<file path="config.mk">
export PLATFORM = sky130hd
export DESIGN_NAME = rsa_modular_exponentiation
export DESIGN_NICKNAME = d
export VERILOG_FILES = /design/src/rsa_pkg.sv /design/src/rsa_modular_exponentiation.sv /design/src/rsa_mulmod.sv
export SDC_FILE = /design/constraint.sdc
export NUM_CORES = 1
export LEC_CHECK = 0
export ABC_AREA = 1
export BUFFER_PORTS_ARGS = -buffer_cell sky130_fd_sc_hd__buf_4
export CAP_MARGIN = 25
export CORE_MARGIN = 10
export CORE_UTILIZATION = 35
export CTS_BUF_LIST = sky130_fd_sc_hd__clkbuf_4
export DETAILED_ROUTE_END_ITERATION = 10
export SLEW_MARGIN = 20
export SYNTH_ARGS = -nofsm -noshare
export SYNTH_HDL_FRONTEND = slang
export SYNTH_SLANG_ARGS = --single-unit
export TNS_END_PERCENT = 10
</file>
<file path="constraint.sdc">
create_clock -name clk -period 7.25 [get_ports clk]
set_input_delay 0.3625 -clock clk [delete_from_list [all_inputs] [get_ports clk]]
set_output_delay 0.3625 -clock clk [all_outputs]
set_load 0.02 [all_outputs]
</file>
<file path="src/rsa_pkg.sv">
`timescale 1ns / 1ps
// ---------------------------------------------------------------------------
// RSA exponentiation package
// Shared widths, register indexes and reset values.
// ---------------------------------------------------------------------------
package rsa_pkg;
	localparam int unsigned MOD_BITS_DEF = 32;
	localparam int unsigned REG_W = 32;
	localparam int unsigned IDX_W = 2;

	localparam logic [IDX_W-1:0] REG_MODULUS = 2'd0;
	localparam logic [IDX_W-1:0] REG_PUB_EXP = 2'd1;
	localparam logic [IDX_W-1:0] REG_PRIV_EXP = 2'd2;

	localparam logic [REG_W-1:0] RST_MODULUS = 32'd3233;
	localparam logic [REG_W-1:0] RST_PUB_EXP = 32'd17;
	localparam logic [REG_W-1:0] RST_PRIV_EXP = 32'd2753;
endpackage

</file>
<file path="src/rsa_modular_exponentiation.sv">
`timescale 1ns / 1ps
// ---------------------------------------------------------------------------
// RSA modular exponentiation
// value^e mod n (encrypt) or value^d mod n (decrypt), square and multiply.
// ---------------------------------------------------------------------------
// channel  | signals                          | direction
// input    | valid, stall, req_type, value    | in (stall out)
// output   | out_valid, out_stall, result     | out (stall in)
// config   | wr_en, wr_index, wr_data         | in
//
// Each modular product runs on the single shared bit-serial multiplier. A
// word needs one product to reduce the value, one square per exponent bit
// up to the highest set bit and one multiply per set bit, plus the ST_IDLE
// state to accept and the ST_DONE state to hand over the result. Reset loads
// the default key. Input is stalled while a word is in work, not while its
// result waits; a stalled result holds.
// ---------------------------------------------------------------------------
module rsa_modular_exponentiation import rsa_pkg::*; #(
	parameter int unsigned MOD_BITS = MOD_BITS_DEF
) (
	input  logic              clk,
	input  logic              arst_n,
	input  logic              valid,
	output logic              stall,
	input  logic              req_type,
	input  logic [REG_W-1:0]  value,
	output logic              out_valid,
	input  logic              out_stall,
	output logic [REG_W-1:0]  result,
	input  logic              wr_en,
	input  logic [IDX_W-1:0]  wr_index,
	input  logic [REG_W-1:0]  wr_data
);
	localparam int unsigned W = MOD_BITS;
	localparam int unsigned CW = $clog2(W + 1);

	typedef enum logic [2:0] {
		ST_IDLE, ST_RED, ST_MUL, ST_SQR, ST_DONE
	} state_t;

	state_t        state_q;
	logic [W-1:0]  mod_q;
	logic [W-1:0]  pub_q;
	logic [W-1:0]  priv_q;
	logic [W-1:0]  base_q;
	logic [W-1:0]  acc_q;
	logic [W-1:0]  exp_q;
	logic [CW-1:0] bits_q;
	logic          zero_q;
	logic          pend_q;
	logic [REG_W-1:0] result_q;

	logic          mstart;
	logic [W-1:0]  ma;
	logic [W-1:0]  mb;
	logic          mdone;
	logic [W-1:0]  mprod;
	logic [W-1:0]  sel_exp;
	logic          accept;

	function automatic logic [W-1:0] fit(input logic [REG_W-1:0] x);
		logic [W+REG_W-1:0] t;
		t = {{W{1'b0}}, x};
		return t[W-1:0];
	endfunction

	function automatic logic [REG_W-1:0] widen(input logic [W-1:0] x);
		logic [W+REG_W-1:0] t;
		t = {{REG_W{1'b0}}, x};
		return t[REG_W-1:0];
	endfunction

	assign accept = valid && !stall;
	assign stall = (state_q != ST_IDLE);
	assign sel_exp = req_type ? priv_q : pub_q;

	rsa_mulmod #(.W(W)) u_mul (
		.clk(clk), .arst_n(arst_n), .start(mstart), .a(ma), .b(mb),
		.n(mod_q), .done(mdone), .prod(mprod)
	);

	always_ff @(posedge clk or negedge arst_n) begin
		if (!arst_n) begin
			mod_q <= fit(RST_MODULUS);
			pub_q <= fit(RST_PUB_EXP);
			priv_q <= fit(RST_PRIV_EXP);
		end else if (wr_en) begin
			case (wr_index)
				REG_MODULUS:  mod_q <= fit(wr_data);
				REG_PUB_EXP:  pub_q <= fit(wr_data);
				REG_PRIV_EXP: priv_q <= fit(wr_data);
				default: ;
			endcase
		end
	end

	// Multiplier operands by phase; reduction of the value is 1*value mod n,
	// with the raw value as the serial operand so it may exceed the modulus.
	always_comb begin
		mstart = 1'b0;
		ma = base_q;
		mb = base_q;
		case (state_q)
			ST_RED: begin
				ma = W'(1);
				mb = base_q;
				mstart = !pend_q;
			end
			ST_MUL: begin
				ma = acc_q;
				mb = base_q;
				mstart = !pend_q;
			end
			ST_SQR: begin
				mstart = !pend_q;
			end
			default: ;
		endcase
	end

	always_ff @(posedge clk or negedge arst_n) begin
		if (!arst_n) begin
			state_q <= ST_IDLE;
			pend_q <= 1'b0;
			out_valid <= 1'b0;
		end else begin
			if (mstart)
				pend_q <= 1'b1;
			else if (mdone)
				pend_q <= 1'b0;
			case (state_q)
				ST_IDLE: begin
					if (accept)
						state_q <= ST_RED;
				end
				ST_RED: begin
					if (mdone) begin
						if (zero_q)
							state_q <= ST_DONE;
						else if (exp_q[0])
							state_q <= ST_MUL;
						else
							state_q <= ST_SQR;
					end
				end
				ST_MUL: begin
					if (mdone)
						state_q <= ST_SQR;
				end
				ST_SQR: begin
					if (mdone) begin
						if (bits_q == CW'(1) || exp_q[W-1:1] == '0)
							state_q <= ST_DONE;
						else if (exp_q[1])
							state_q <= ST_MUL;
					end
				end
				ST_DONE: begin
					if (!out_valid || !out_stall) begin
						out_valid <= 1'b1;
						state_q <= ST_IDLE;
					end
				end
				default: state_q <= ST_IDLE;
			endcase
			if (out_valid && !out_stall && state_q != ST_DONE)
				out_valid <= 1'b0;
		end
	end

	always_ff @(posedge clk) begin
		case (state_q)
			ST_IDLE: begin
				if (accept) begin
					base_q <= fit(value);
					exp_q <= sel_exp;
					zero_q <= (sel_exp == '0);
					bits_q <= CW'(W);
				end
			end
			ST_RED: begin
				if (mdone) begin
					base_q <= mprod;
					// 1 mod n: zero only when n is one.
					acc_q <= (mod_q == W'(1)) ? '0 : W'(1);
				end
			end
			ST_MUL: begin
				if (mdone)
					acc_q <= mprod;
			end
			ST_SQR: begin
				if (mdone) begin
					base_q <= mprod;
					exp_q <= {1'b0, exp_q[W-1:1]};
					bits_q <= bits_q - 1'b1;
				end
			end
			ST_DONE: begin
				if (!out_valid || !out_stall)
					result_q <= zero_q ? REG_W'(1) : widen(acc_q);
			end
			default: ;
		endcase
	end

	assign result = result_q;
endmodule

</file>
<file path="src/rsa_mulmod.sv">
`timescale 1ns / 1ps
// ---------------------------------------------------------------------------
// RSA modular multiplier
// Bit-serial shift-and-add product a*b mod n, one bit of b per cycle,
// most significant bit first. A zero modulus means 2^W (plain wrap).
// ---------------------------------------------------------------------------
module rsa_mulmod #(
	parameter int unsigned W = 32
) (
	input  logic         clk,
	input  logic         arst_n,
	input  logic         start,
	input  logic [W-1:0] a,
	input  logic [W-1:0] b,
	input  logic [W-1:0] n,
	output logic         done,
	output logic [W-1:0] prod
);
	localparam int unsigned CW = $clog2(W + 1);

	logic [W-1:0]  a_q;
	logic [W-1:0]  b_q;
	logic [W-1:0]  acc_q;
	logic [CW-1:0] cnt_q;
	logic          busy_q;
	logic          done_q;

	logic          nz;
	logic [W:0]    dbl;
	logic [W:0]    dbl_red;
	logic [W-1:0]  acc1;
	logic [W:0]    sum;
	logic [W:0]    sum_red;
	logic [W-1:0]  acc2;

	assign nz = (n == '0);

	// Double, then conditionally add; each sum is below 2n, so one subtract reduces it.
	always_comb begin
		dbl = {acc_q, 1'b0};
		dbl_red = dbl - {1'b0, n};
		if (nz)
			acc1 = dbl[W-1:0];
		else if (dbl >= {1'b0, n})
			acc1 = dbl_red[W-1:0];
		else
			acc1 = dbl[W-1:0];
		sum = {1'b0, acc1} + {1'b0, a_q};
		sum_red = sum - {1'b0, n};
		if (!b_q[W-1])
			acc2 = acc1;
		else if (nz)
			acc2 = sum[W-1:0];
		else if (sum >= {1'b0, n})
			acc2 = sum_red[W-1:0];
		else
			acc2 = sum[W-1:0];
	end

	always_ff @(posedge clk or negedge arst_n) begin
		if (!arst_n) begin
			busy_q <= 1'b0;
			done_q <= 1'b0;
			cnt_q <= '0;
		end else begin
			done_q <= 1'b0;
			if (start) begin
				busy_q <= 1'b1;
				cnt_q <= CW'(W);
			end else if (busy_q) begin
				cnt_q <= cnt_q - 1'b1;
				if (cnt_q == CW'(1)) begin
					busy_q <= 1'b0;
					done_q <= 1'b1;
				end
			end
		end
	end

	always_ff @(posedge clk) begin
		if (start) begin
			a_q <= a;
			b_q <= b;
			acc_q <= '0;
		end else if (busy_q) begin
			acc_q <= acc2;
			b_q <= {b_q[W-2:0], 1'b0};
		end
	end

	assign done = done_q;
	assign prod = acc_q;
endmodule
</file>
After elaboration in Yosys (flattened, before gate mapping) --
Cells that the tools add are included. W data, S select, Z words.
Operators by class: add/subtract/negate cells 5, multipliers 0, divide/modulo/power cells 0, magnitude comparators 2, equal/unequal tests 17, shift operators 0, mux-type cells 45, bitwise logic cells 0, reductions and logical operators 34
Operators with widths (number):
- $mux W32 | 13
- $pmux W32 S2 | 4
- $ge A33 B32 Y1 | 2
- $logic_not A32 Y1 | 2
- $sub A32 B32 Y32 | 2
- $add A32 B32 Y33 | 1
- $eq A32 B1 Y1 const B | 1
- $logic_not A31 Y1 | 1
- $mux W3 | 8
- $mux W6 | 4
- $pmux W3 S5 | 1
- $mux W1 | 14
- $reduce_bool A2 Y1 | 7
- $eq A6 B1 Y1 const B | 2
- $pmux W6 S2 | 1
- $reduce_and A2 Y1 | 6
- $sub A6 B1 Y6 const B | 2
- $reduce_and A3 Y1 | 3
- $ne A2 B1 Y1 const B | 4
- $eq A3 B2 Y1 const B | 2
- $ne A3 B3 Y1 const B | 2
- $reduce_and A6 Y1 | 1
- $logic_not A1 Y1 | 4
- $ne A2 B2 Y1 const B | 2
- 11 further kinds | 14
Storage, ports and cells: register bits 340, bits in latches 0, RAM bits 0, ROM bits 0, bits of input ports 72, output and inout bits 34, word-level logic and storage cells 121, memories 0

Logic depth before layout (Yosys ltp) --
depth in word-level cells 8, depth in mapped cells 47, gate-level depth less buffers 45

Hierarchy --
From an unflattened synthesis, not the netlist that was laid out.
Unflattened totals: cell total of the unflattened synthesis 3021, area, all modules 21914.8 µm²
Modules (own cells, without submodules):
- rsa_mulmod | times used 1, cells each 1911, area each 11563.6 µm², seq. area each 2762.6 µm²
- rsa_modular_exponentiation | times used 1, cells each 1110, area each 10351.2 µm², seq. area each 6596.3 µm²

Worst setup path after synthesis --
No wires, ideal clock.
path kind register to register, start point reg mod_q[7], end point reg u_mul.acc_q[2], in the netlist u_mul.prod[2], setup time 152 ps, data arrival time 4897 ps, data required time 7098 ps, slack 2201 ps, cell stages (with the launch flop) 40, path buffers 2, period minus slack after synthesis 5049 ps, path through dfstp_2 > inv_1 > ha_1 > nand2_1 > nor2_2 > nand3_1 > nand3_1 > nand2_1 > nand3_2 > nand2_2 > nand2_4 > buf_4 > nand2_1 > inv_1 > ha_1 > inv_1 > fa_1 > nand3b_1 > [4 not listed] > nand2_1 > nand3_1 > nand2_1 > xor2_1 > ha_1 > a21oi_1 > nand2_1 > a21oi_1 > nand2_1 > nand2_1 > nand2_1 > nor2_1 > nand2_4 > buf_4 > nand3_1 > nand3_1 > nand3_1 > o21ai_1
On the way: word-level cells in the longest chain between the ends 8, elaborated cells on any way between the ends 11, classes of those cells add/sub: 3; order compare: 2; mux: 5; reduce/logical: 1
Ends and longest elaborated chain:
- start: declaration | RTL line rsa_modular_exponentiation.sv:42 | logic [W-1:0] mod_q;
- start signal: assignment | RTL line rsa_modular_exponentiation.sv:84 | mod_q <= fit(RST_MODULUS);
- start signal: assignment | RTL line rsa_modular_exponentiation.sv:89 | REG_MODULUS: mod_q <= fit(wr_data);
- $ge A33 B32 Y1 / $sub A32 B32 Y32 (equally long branches) | RTL line rsa_mulmod.sv:44, rsa_mulmod.sv:41
- $mux W32 | RTL line rsa_mulmod.sv:44 | else if (dbl >= {1'b0, n})
- $mux W32 | RTL line rsa_mulmod.sv:42 | if (nz)
- $add A32 B32 Y33 | RTL line rsa_mulmod.sv:48 | sum = {1'b0, acc1} + {1'b0, a_q};
- $sub A32 B32 Y32 / $ge A33 B32 Y1 (equally long branches) | RTL line rsa_mulmod.sv:49, rsa_mulmod.sv:54
- $mux W32 | RTL line rsa_mulmod.sv:54 | else if (sum >= {1'b0, n})
- $mux W32 | RTL line rsa_mulmod.sv:52 | else if (nz)
- $mux W32 * | RTL line rsa_mulmod.sv:50 | if (!b_q[W-1])
- end signal: assignment | RTL line rsa_mulmod.sv:84 | acc_q <= '0;
- end signal: assignment | RTL line rsa_mulmod.sv:86 | acc_q <= acc2;
- end: declaration | RTL line rsa_mulmod.sv:23 | logic [W-1:0] acc_q;
Mark *: on every way between the ends. The rest lies on a longest branch, timed or not. A chain may end at the register's enable or synchronous reset.

Final worst setup path --
start point reg mod_q[31], end point reg u_mul.acc_q[2], in the netlist u_mul.prod[2]
Same word-level chain as after synthesis.

==> impl_metrics.py <==
metrics = {
    "run_status": {
        "status": "completed",
    },
    "clock_tree": {
        "cts_tree": "done",
        "cts_resized": 0,
        "cts_root_buf": "clkbuf_4",
        "cts.sinks": 340,
        "insertion_delay_ns": 0.90,
        "clkSlewWorstSetupHoldPaths_ns": 0.09,
        "ctsHtreeMaxLevel": 3,
        "cts_buffers": 96,
        "cts_buffer_depth": 3,
    },
    "die": {
        "start_util_pct": 35.4,
        "die_x_um": 273,
        "ioPinCount": 106,
        "dieArea_um2": 74400,
        "core_um2": 63200,
        "placementRows": 92,
        "die_h_um": 273,
    },
    "final_layout": {
        "multi_input_area_um2": 10600,
        "nets": 3517,
        "finalNonFillerCells": 4269,
        "fill_cells": 6620,
        "drive_gt1_share_pct": 10.1,
        "layout_commonest_cell": "nand2_1",
        "postLayoutCellArea_um2": 26000,
        "area_growth_pct": 16.4,
        "final_cell_mix": "1026 x nand2_1, 544 x inv_1, 238 x nor2_1, 213 x o21ai_0, 207 x nand3_1",
        "seq_area_um2": 9360,
    },
    "critical_path": {
        "cpMaxStageDelayCell": "nand4_1",
        "crit_fanout": 31,
        "crit_top_cell": "nand2_1",
        "start_kind": "flop",
        "crit_required_ns": 7.99,
        "arrival_ns": 7.50,
        "max_stage_delay_ns": 0.52,
        "worstSetupPathType": "reg2reg",
        "cp-end-kind": "flop",
    },
    "yosys": {
        "synth_top_area_cell": "edfxtp_1",
        "synth_seq_cells": 340,
        "synth.avg_cell_area_um2": 7.11,
        "syn_area_um2": 22400,
        "synth_cell_types": 44,
        "seq_area_frac_synth_pct": 41.9,
        "async_flop_share_pct": 32.1,
        "synth_edf_count": 199,
        "synth_area_leaders": "edfxtp_1 27%, nand2_1 17%, dfrtp_1 11%",
        "syn-num-nets": 3318,
        "synth_ff_type": "edfxtp_1",
        "ys_warn_count": 0,
        "syn_inst": 3143,
        "yosys.area.top_type_share_pct": 26.7,
    },
    "timing": {
        "drv_slew": 0,
        "finalSetupViolCount": 0,
        "worst_pin_slew_ns": 1.06,
        "slew_headroom_pct": 29.3,
        "hold_viol_final": 0,
        "rsz0062_at_grt": "no",
        "max_freq_ghz": 0.148,
        "fin_tns_setup_ns": 0,
        "period_minus_slack_ns": 6.76,
        "worst_slack_ns": 0.492,
        "fin_worst_skew_ns": 0.0897,
        "fin_crit_sh_pct": 93.2,
    },
    "hold_path": {
        "hold_path_class": "in2async",
    },
    "global_routing": {
        "grt_pass1_vias": 20100,
        "antenna_found_initial": 1,
        "grt_overflow": 0,
        "gr-usage-all-layers_pct": 20.3,
        "grt_pass1_wl_um": 117000,
        "grt_max_degree": 71,
    },
    "routing": {
        "first_pass_iters": 6,
        "via_count": 21100,
        "wl_um": 76900,
        "drt_iter0_drc": 2001,
        "post_drt_wl_per_cell_um": 18.0,
        "drc": 0,
        "ant_nets": 0,
        "via_per_inst": 4.94,
    },
    "place": {
        "gp_congestion": 1.01,
        "dp_slack_ns": 0.695,
        "dpl-instance-area_um2": 24100,
        "post-place-cells": 4022,
        "port_buffers": 105,
        "hpwl_um": 59700,
    },
    "run": {
        "max_cap_viol_count": 0,
    },
}
==> area by class of cell <==
class                   instances  share of cell area [%]
diodes                          1                 0.00962
clock buffers                 149                    4.30
clock inverters                29                   0.601
inverters                     547                    7.90
multi-input cells            2161                    40.7
flip-flops and latches        340                    36.0
well taps                     846                    4.07
repair buffers                196                    6.45
==> cells in the mapped netlist (2+ instances only) <==
cell      number
nand2_2       23
o21ai_1        2
buf_2          4
nor2_2         6
nand2_4        4
buf_1          7
buf_6          6
o21ai_0      213
nor4_1        16
xor2_1        32
clkbuf_1      72
nand3b_1      14
nand3_1      211
o21bai_1      19
nand2_1     1027
dfstp_2       12
nand4_1       41
a21oi_1      119
and2_1         4
inv_1        545
nor3_1        22
buf_4          6
a31oi_1        6
fa_1           3
dfxtp_1       32
nor2_1       238
xnor2_1       15
dfrtp_1       97
o22ai_1       32
edfxtp_1     199
a21o_1         4
ha_1         100
==> worst max-delay path: cells and delay by family, from the launching register on <==
kind                     cells  cell delay, ns
AND/OR/NAND/NOR             31            5.10
AO/OA/AOI/OAI                1            0.07
buffers and inverters        3            0.33
adder cells (fa/ha/maj)      2            0.66
flip-flops                   1            0.43
==> cells by family after synthesis <==
logic type | synth area share, %
AOI/OAI and AO/OA | 9.46
xor gates and xnor gates | 1.84
adders and majority gates | 5.87
buffers and inverters | 11.1
DFF | 41.9
muxes | 0.0448
and+or+nand+nor | 29.8
==> per-stage QoR <==
step | utilization [%] | hold slack [ns]
finish | 41.2 | 0.0567
CTS | 41.1 | 0.000482
detailed placement | 38.1 | 0.459
global route | 41.2 | 0.0665
global placement | 38.0 | 0.459
floorplan | - | 0.0669
==> registers in the layout (all words and copies together), names as in the netlist <==
name / cells
mod_q: 32
pend_q: 1
acc_q: 32
pub_q: 32
zero_q: 1
u_mul.cnt_q: 6
priv_q: 32
u_mul.prod: 32
u_mul.a_q: 32
u_mul.busy_q: 1
u_mul.b_q: 32
bits_q: 6
u_mul.done: 1
base_q: 32
result: 32
out_valid: 1
exp_q: 32
state_q: 3
==> per-layer routing <==
metal,share of wire (%),vias up,track usage [%]
li1,-,10500,-
met1,44,9684,26.2
met2,46,763,33.0
met3,6.3,143,3.64
met4,3.7,0,8.93
met5,0,-,0
==> path summary, 6_finish.rpt <==
| check | startpoint | to | slack [ns] | cells after the start |
|---|---|---|---|---|
| setup / recovery | mod_q[31] | u_mul.prod[2] | 0.49 | 37 |
| hold / removal | arst_n | u_mul.cnt_q[0] | 0.06 | 2 |
| setup reg to reg | mod_q[31] | u_mul.prod[2] | 0.49 | 37 |
| hold reg to reg | pub_q[3] | pub_q[3] | 0.48 | 2 |
| max in group asynchronous | arst_n | mod_q[28] | 5.85 | 3 |
| min in group clk | req_type | exp_q[4] | 0.15 | 3 |
==> repair_timing <==
action,4_1_cts,5_1_grt
buffers inserted,0,0
hold buffers,67,0
hold endpoints to repair,193,0
Power is left out: the tool's default activity adds up to more than one toggle a clock period on the data nets, which glitch-free logic cannot reach.
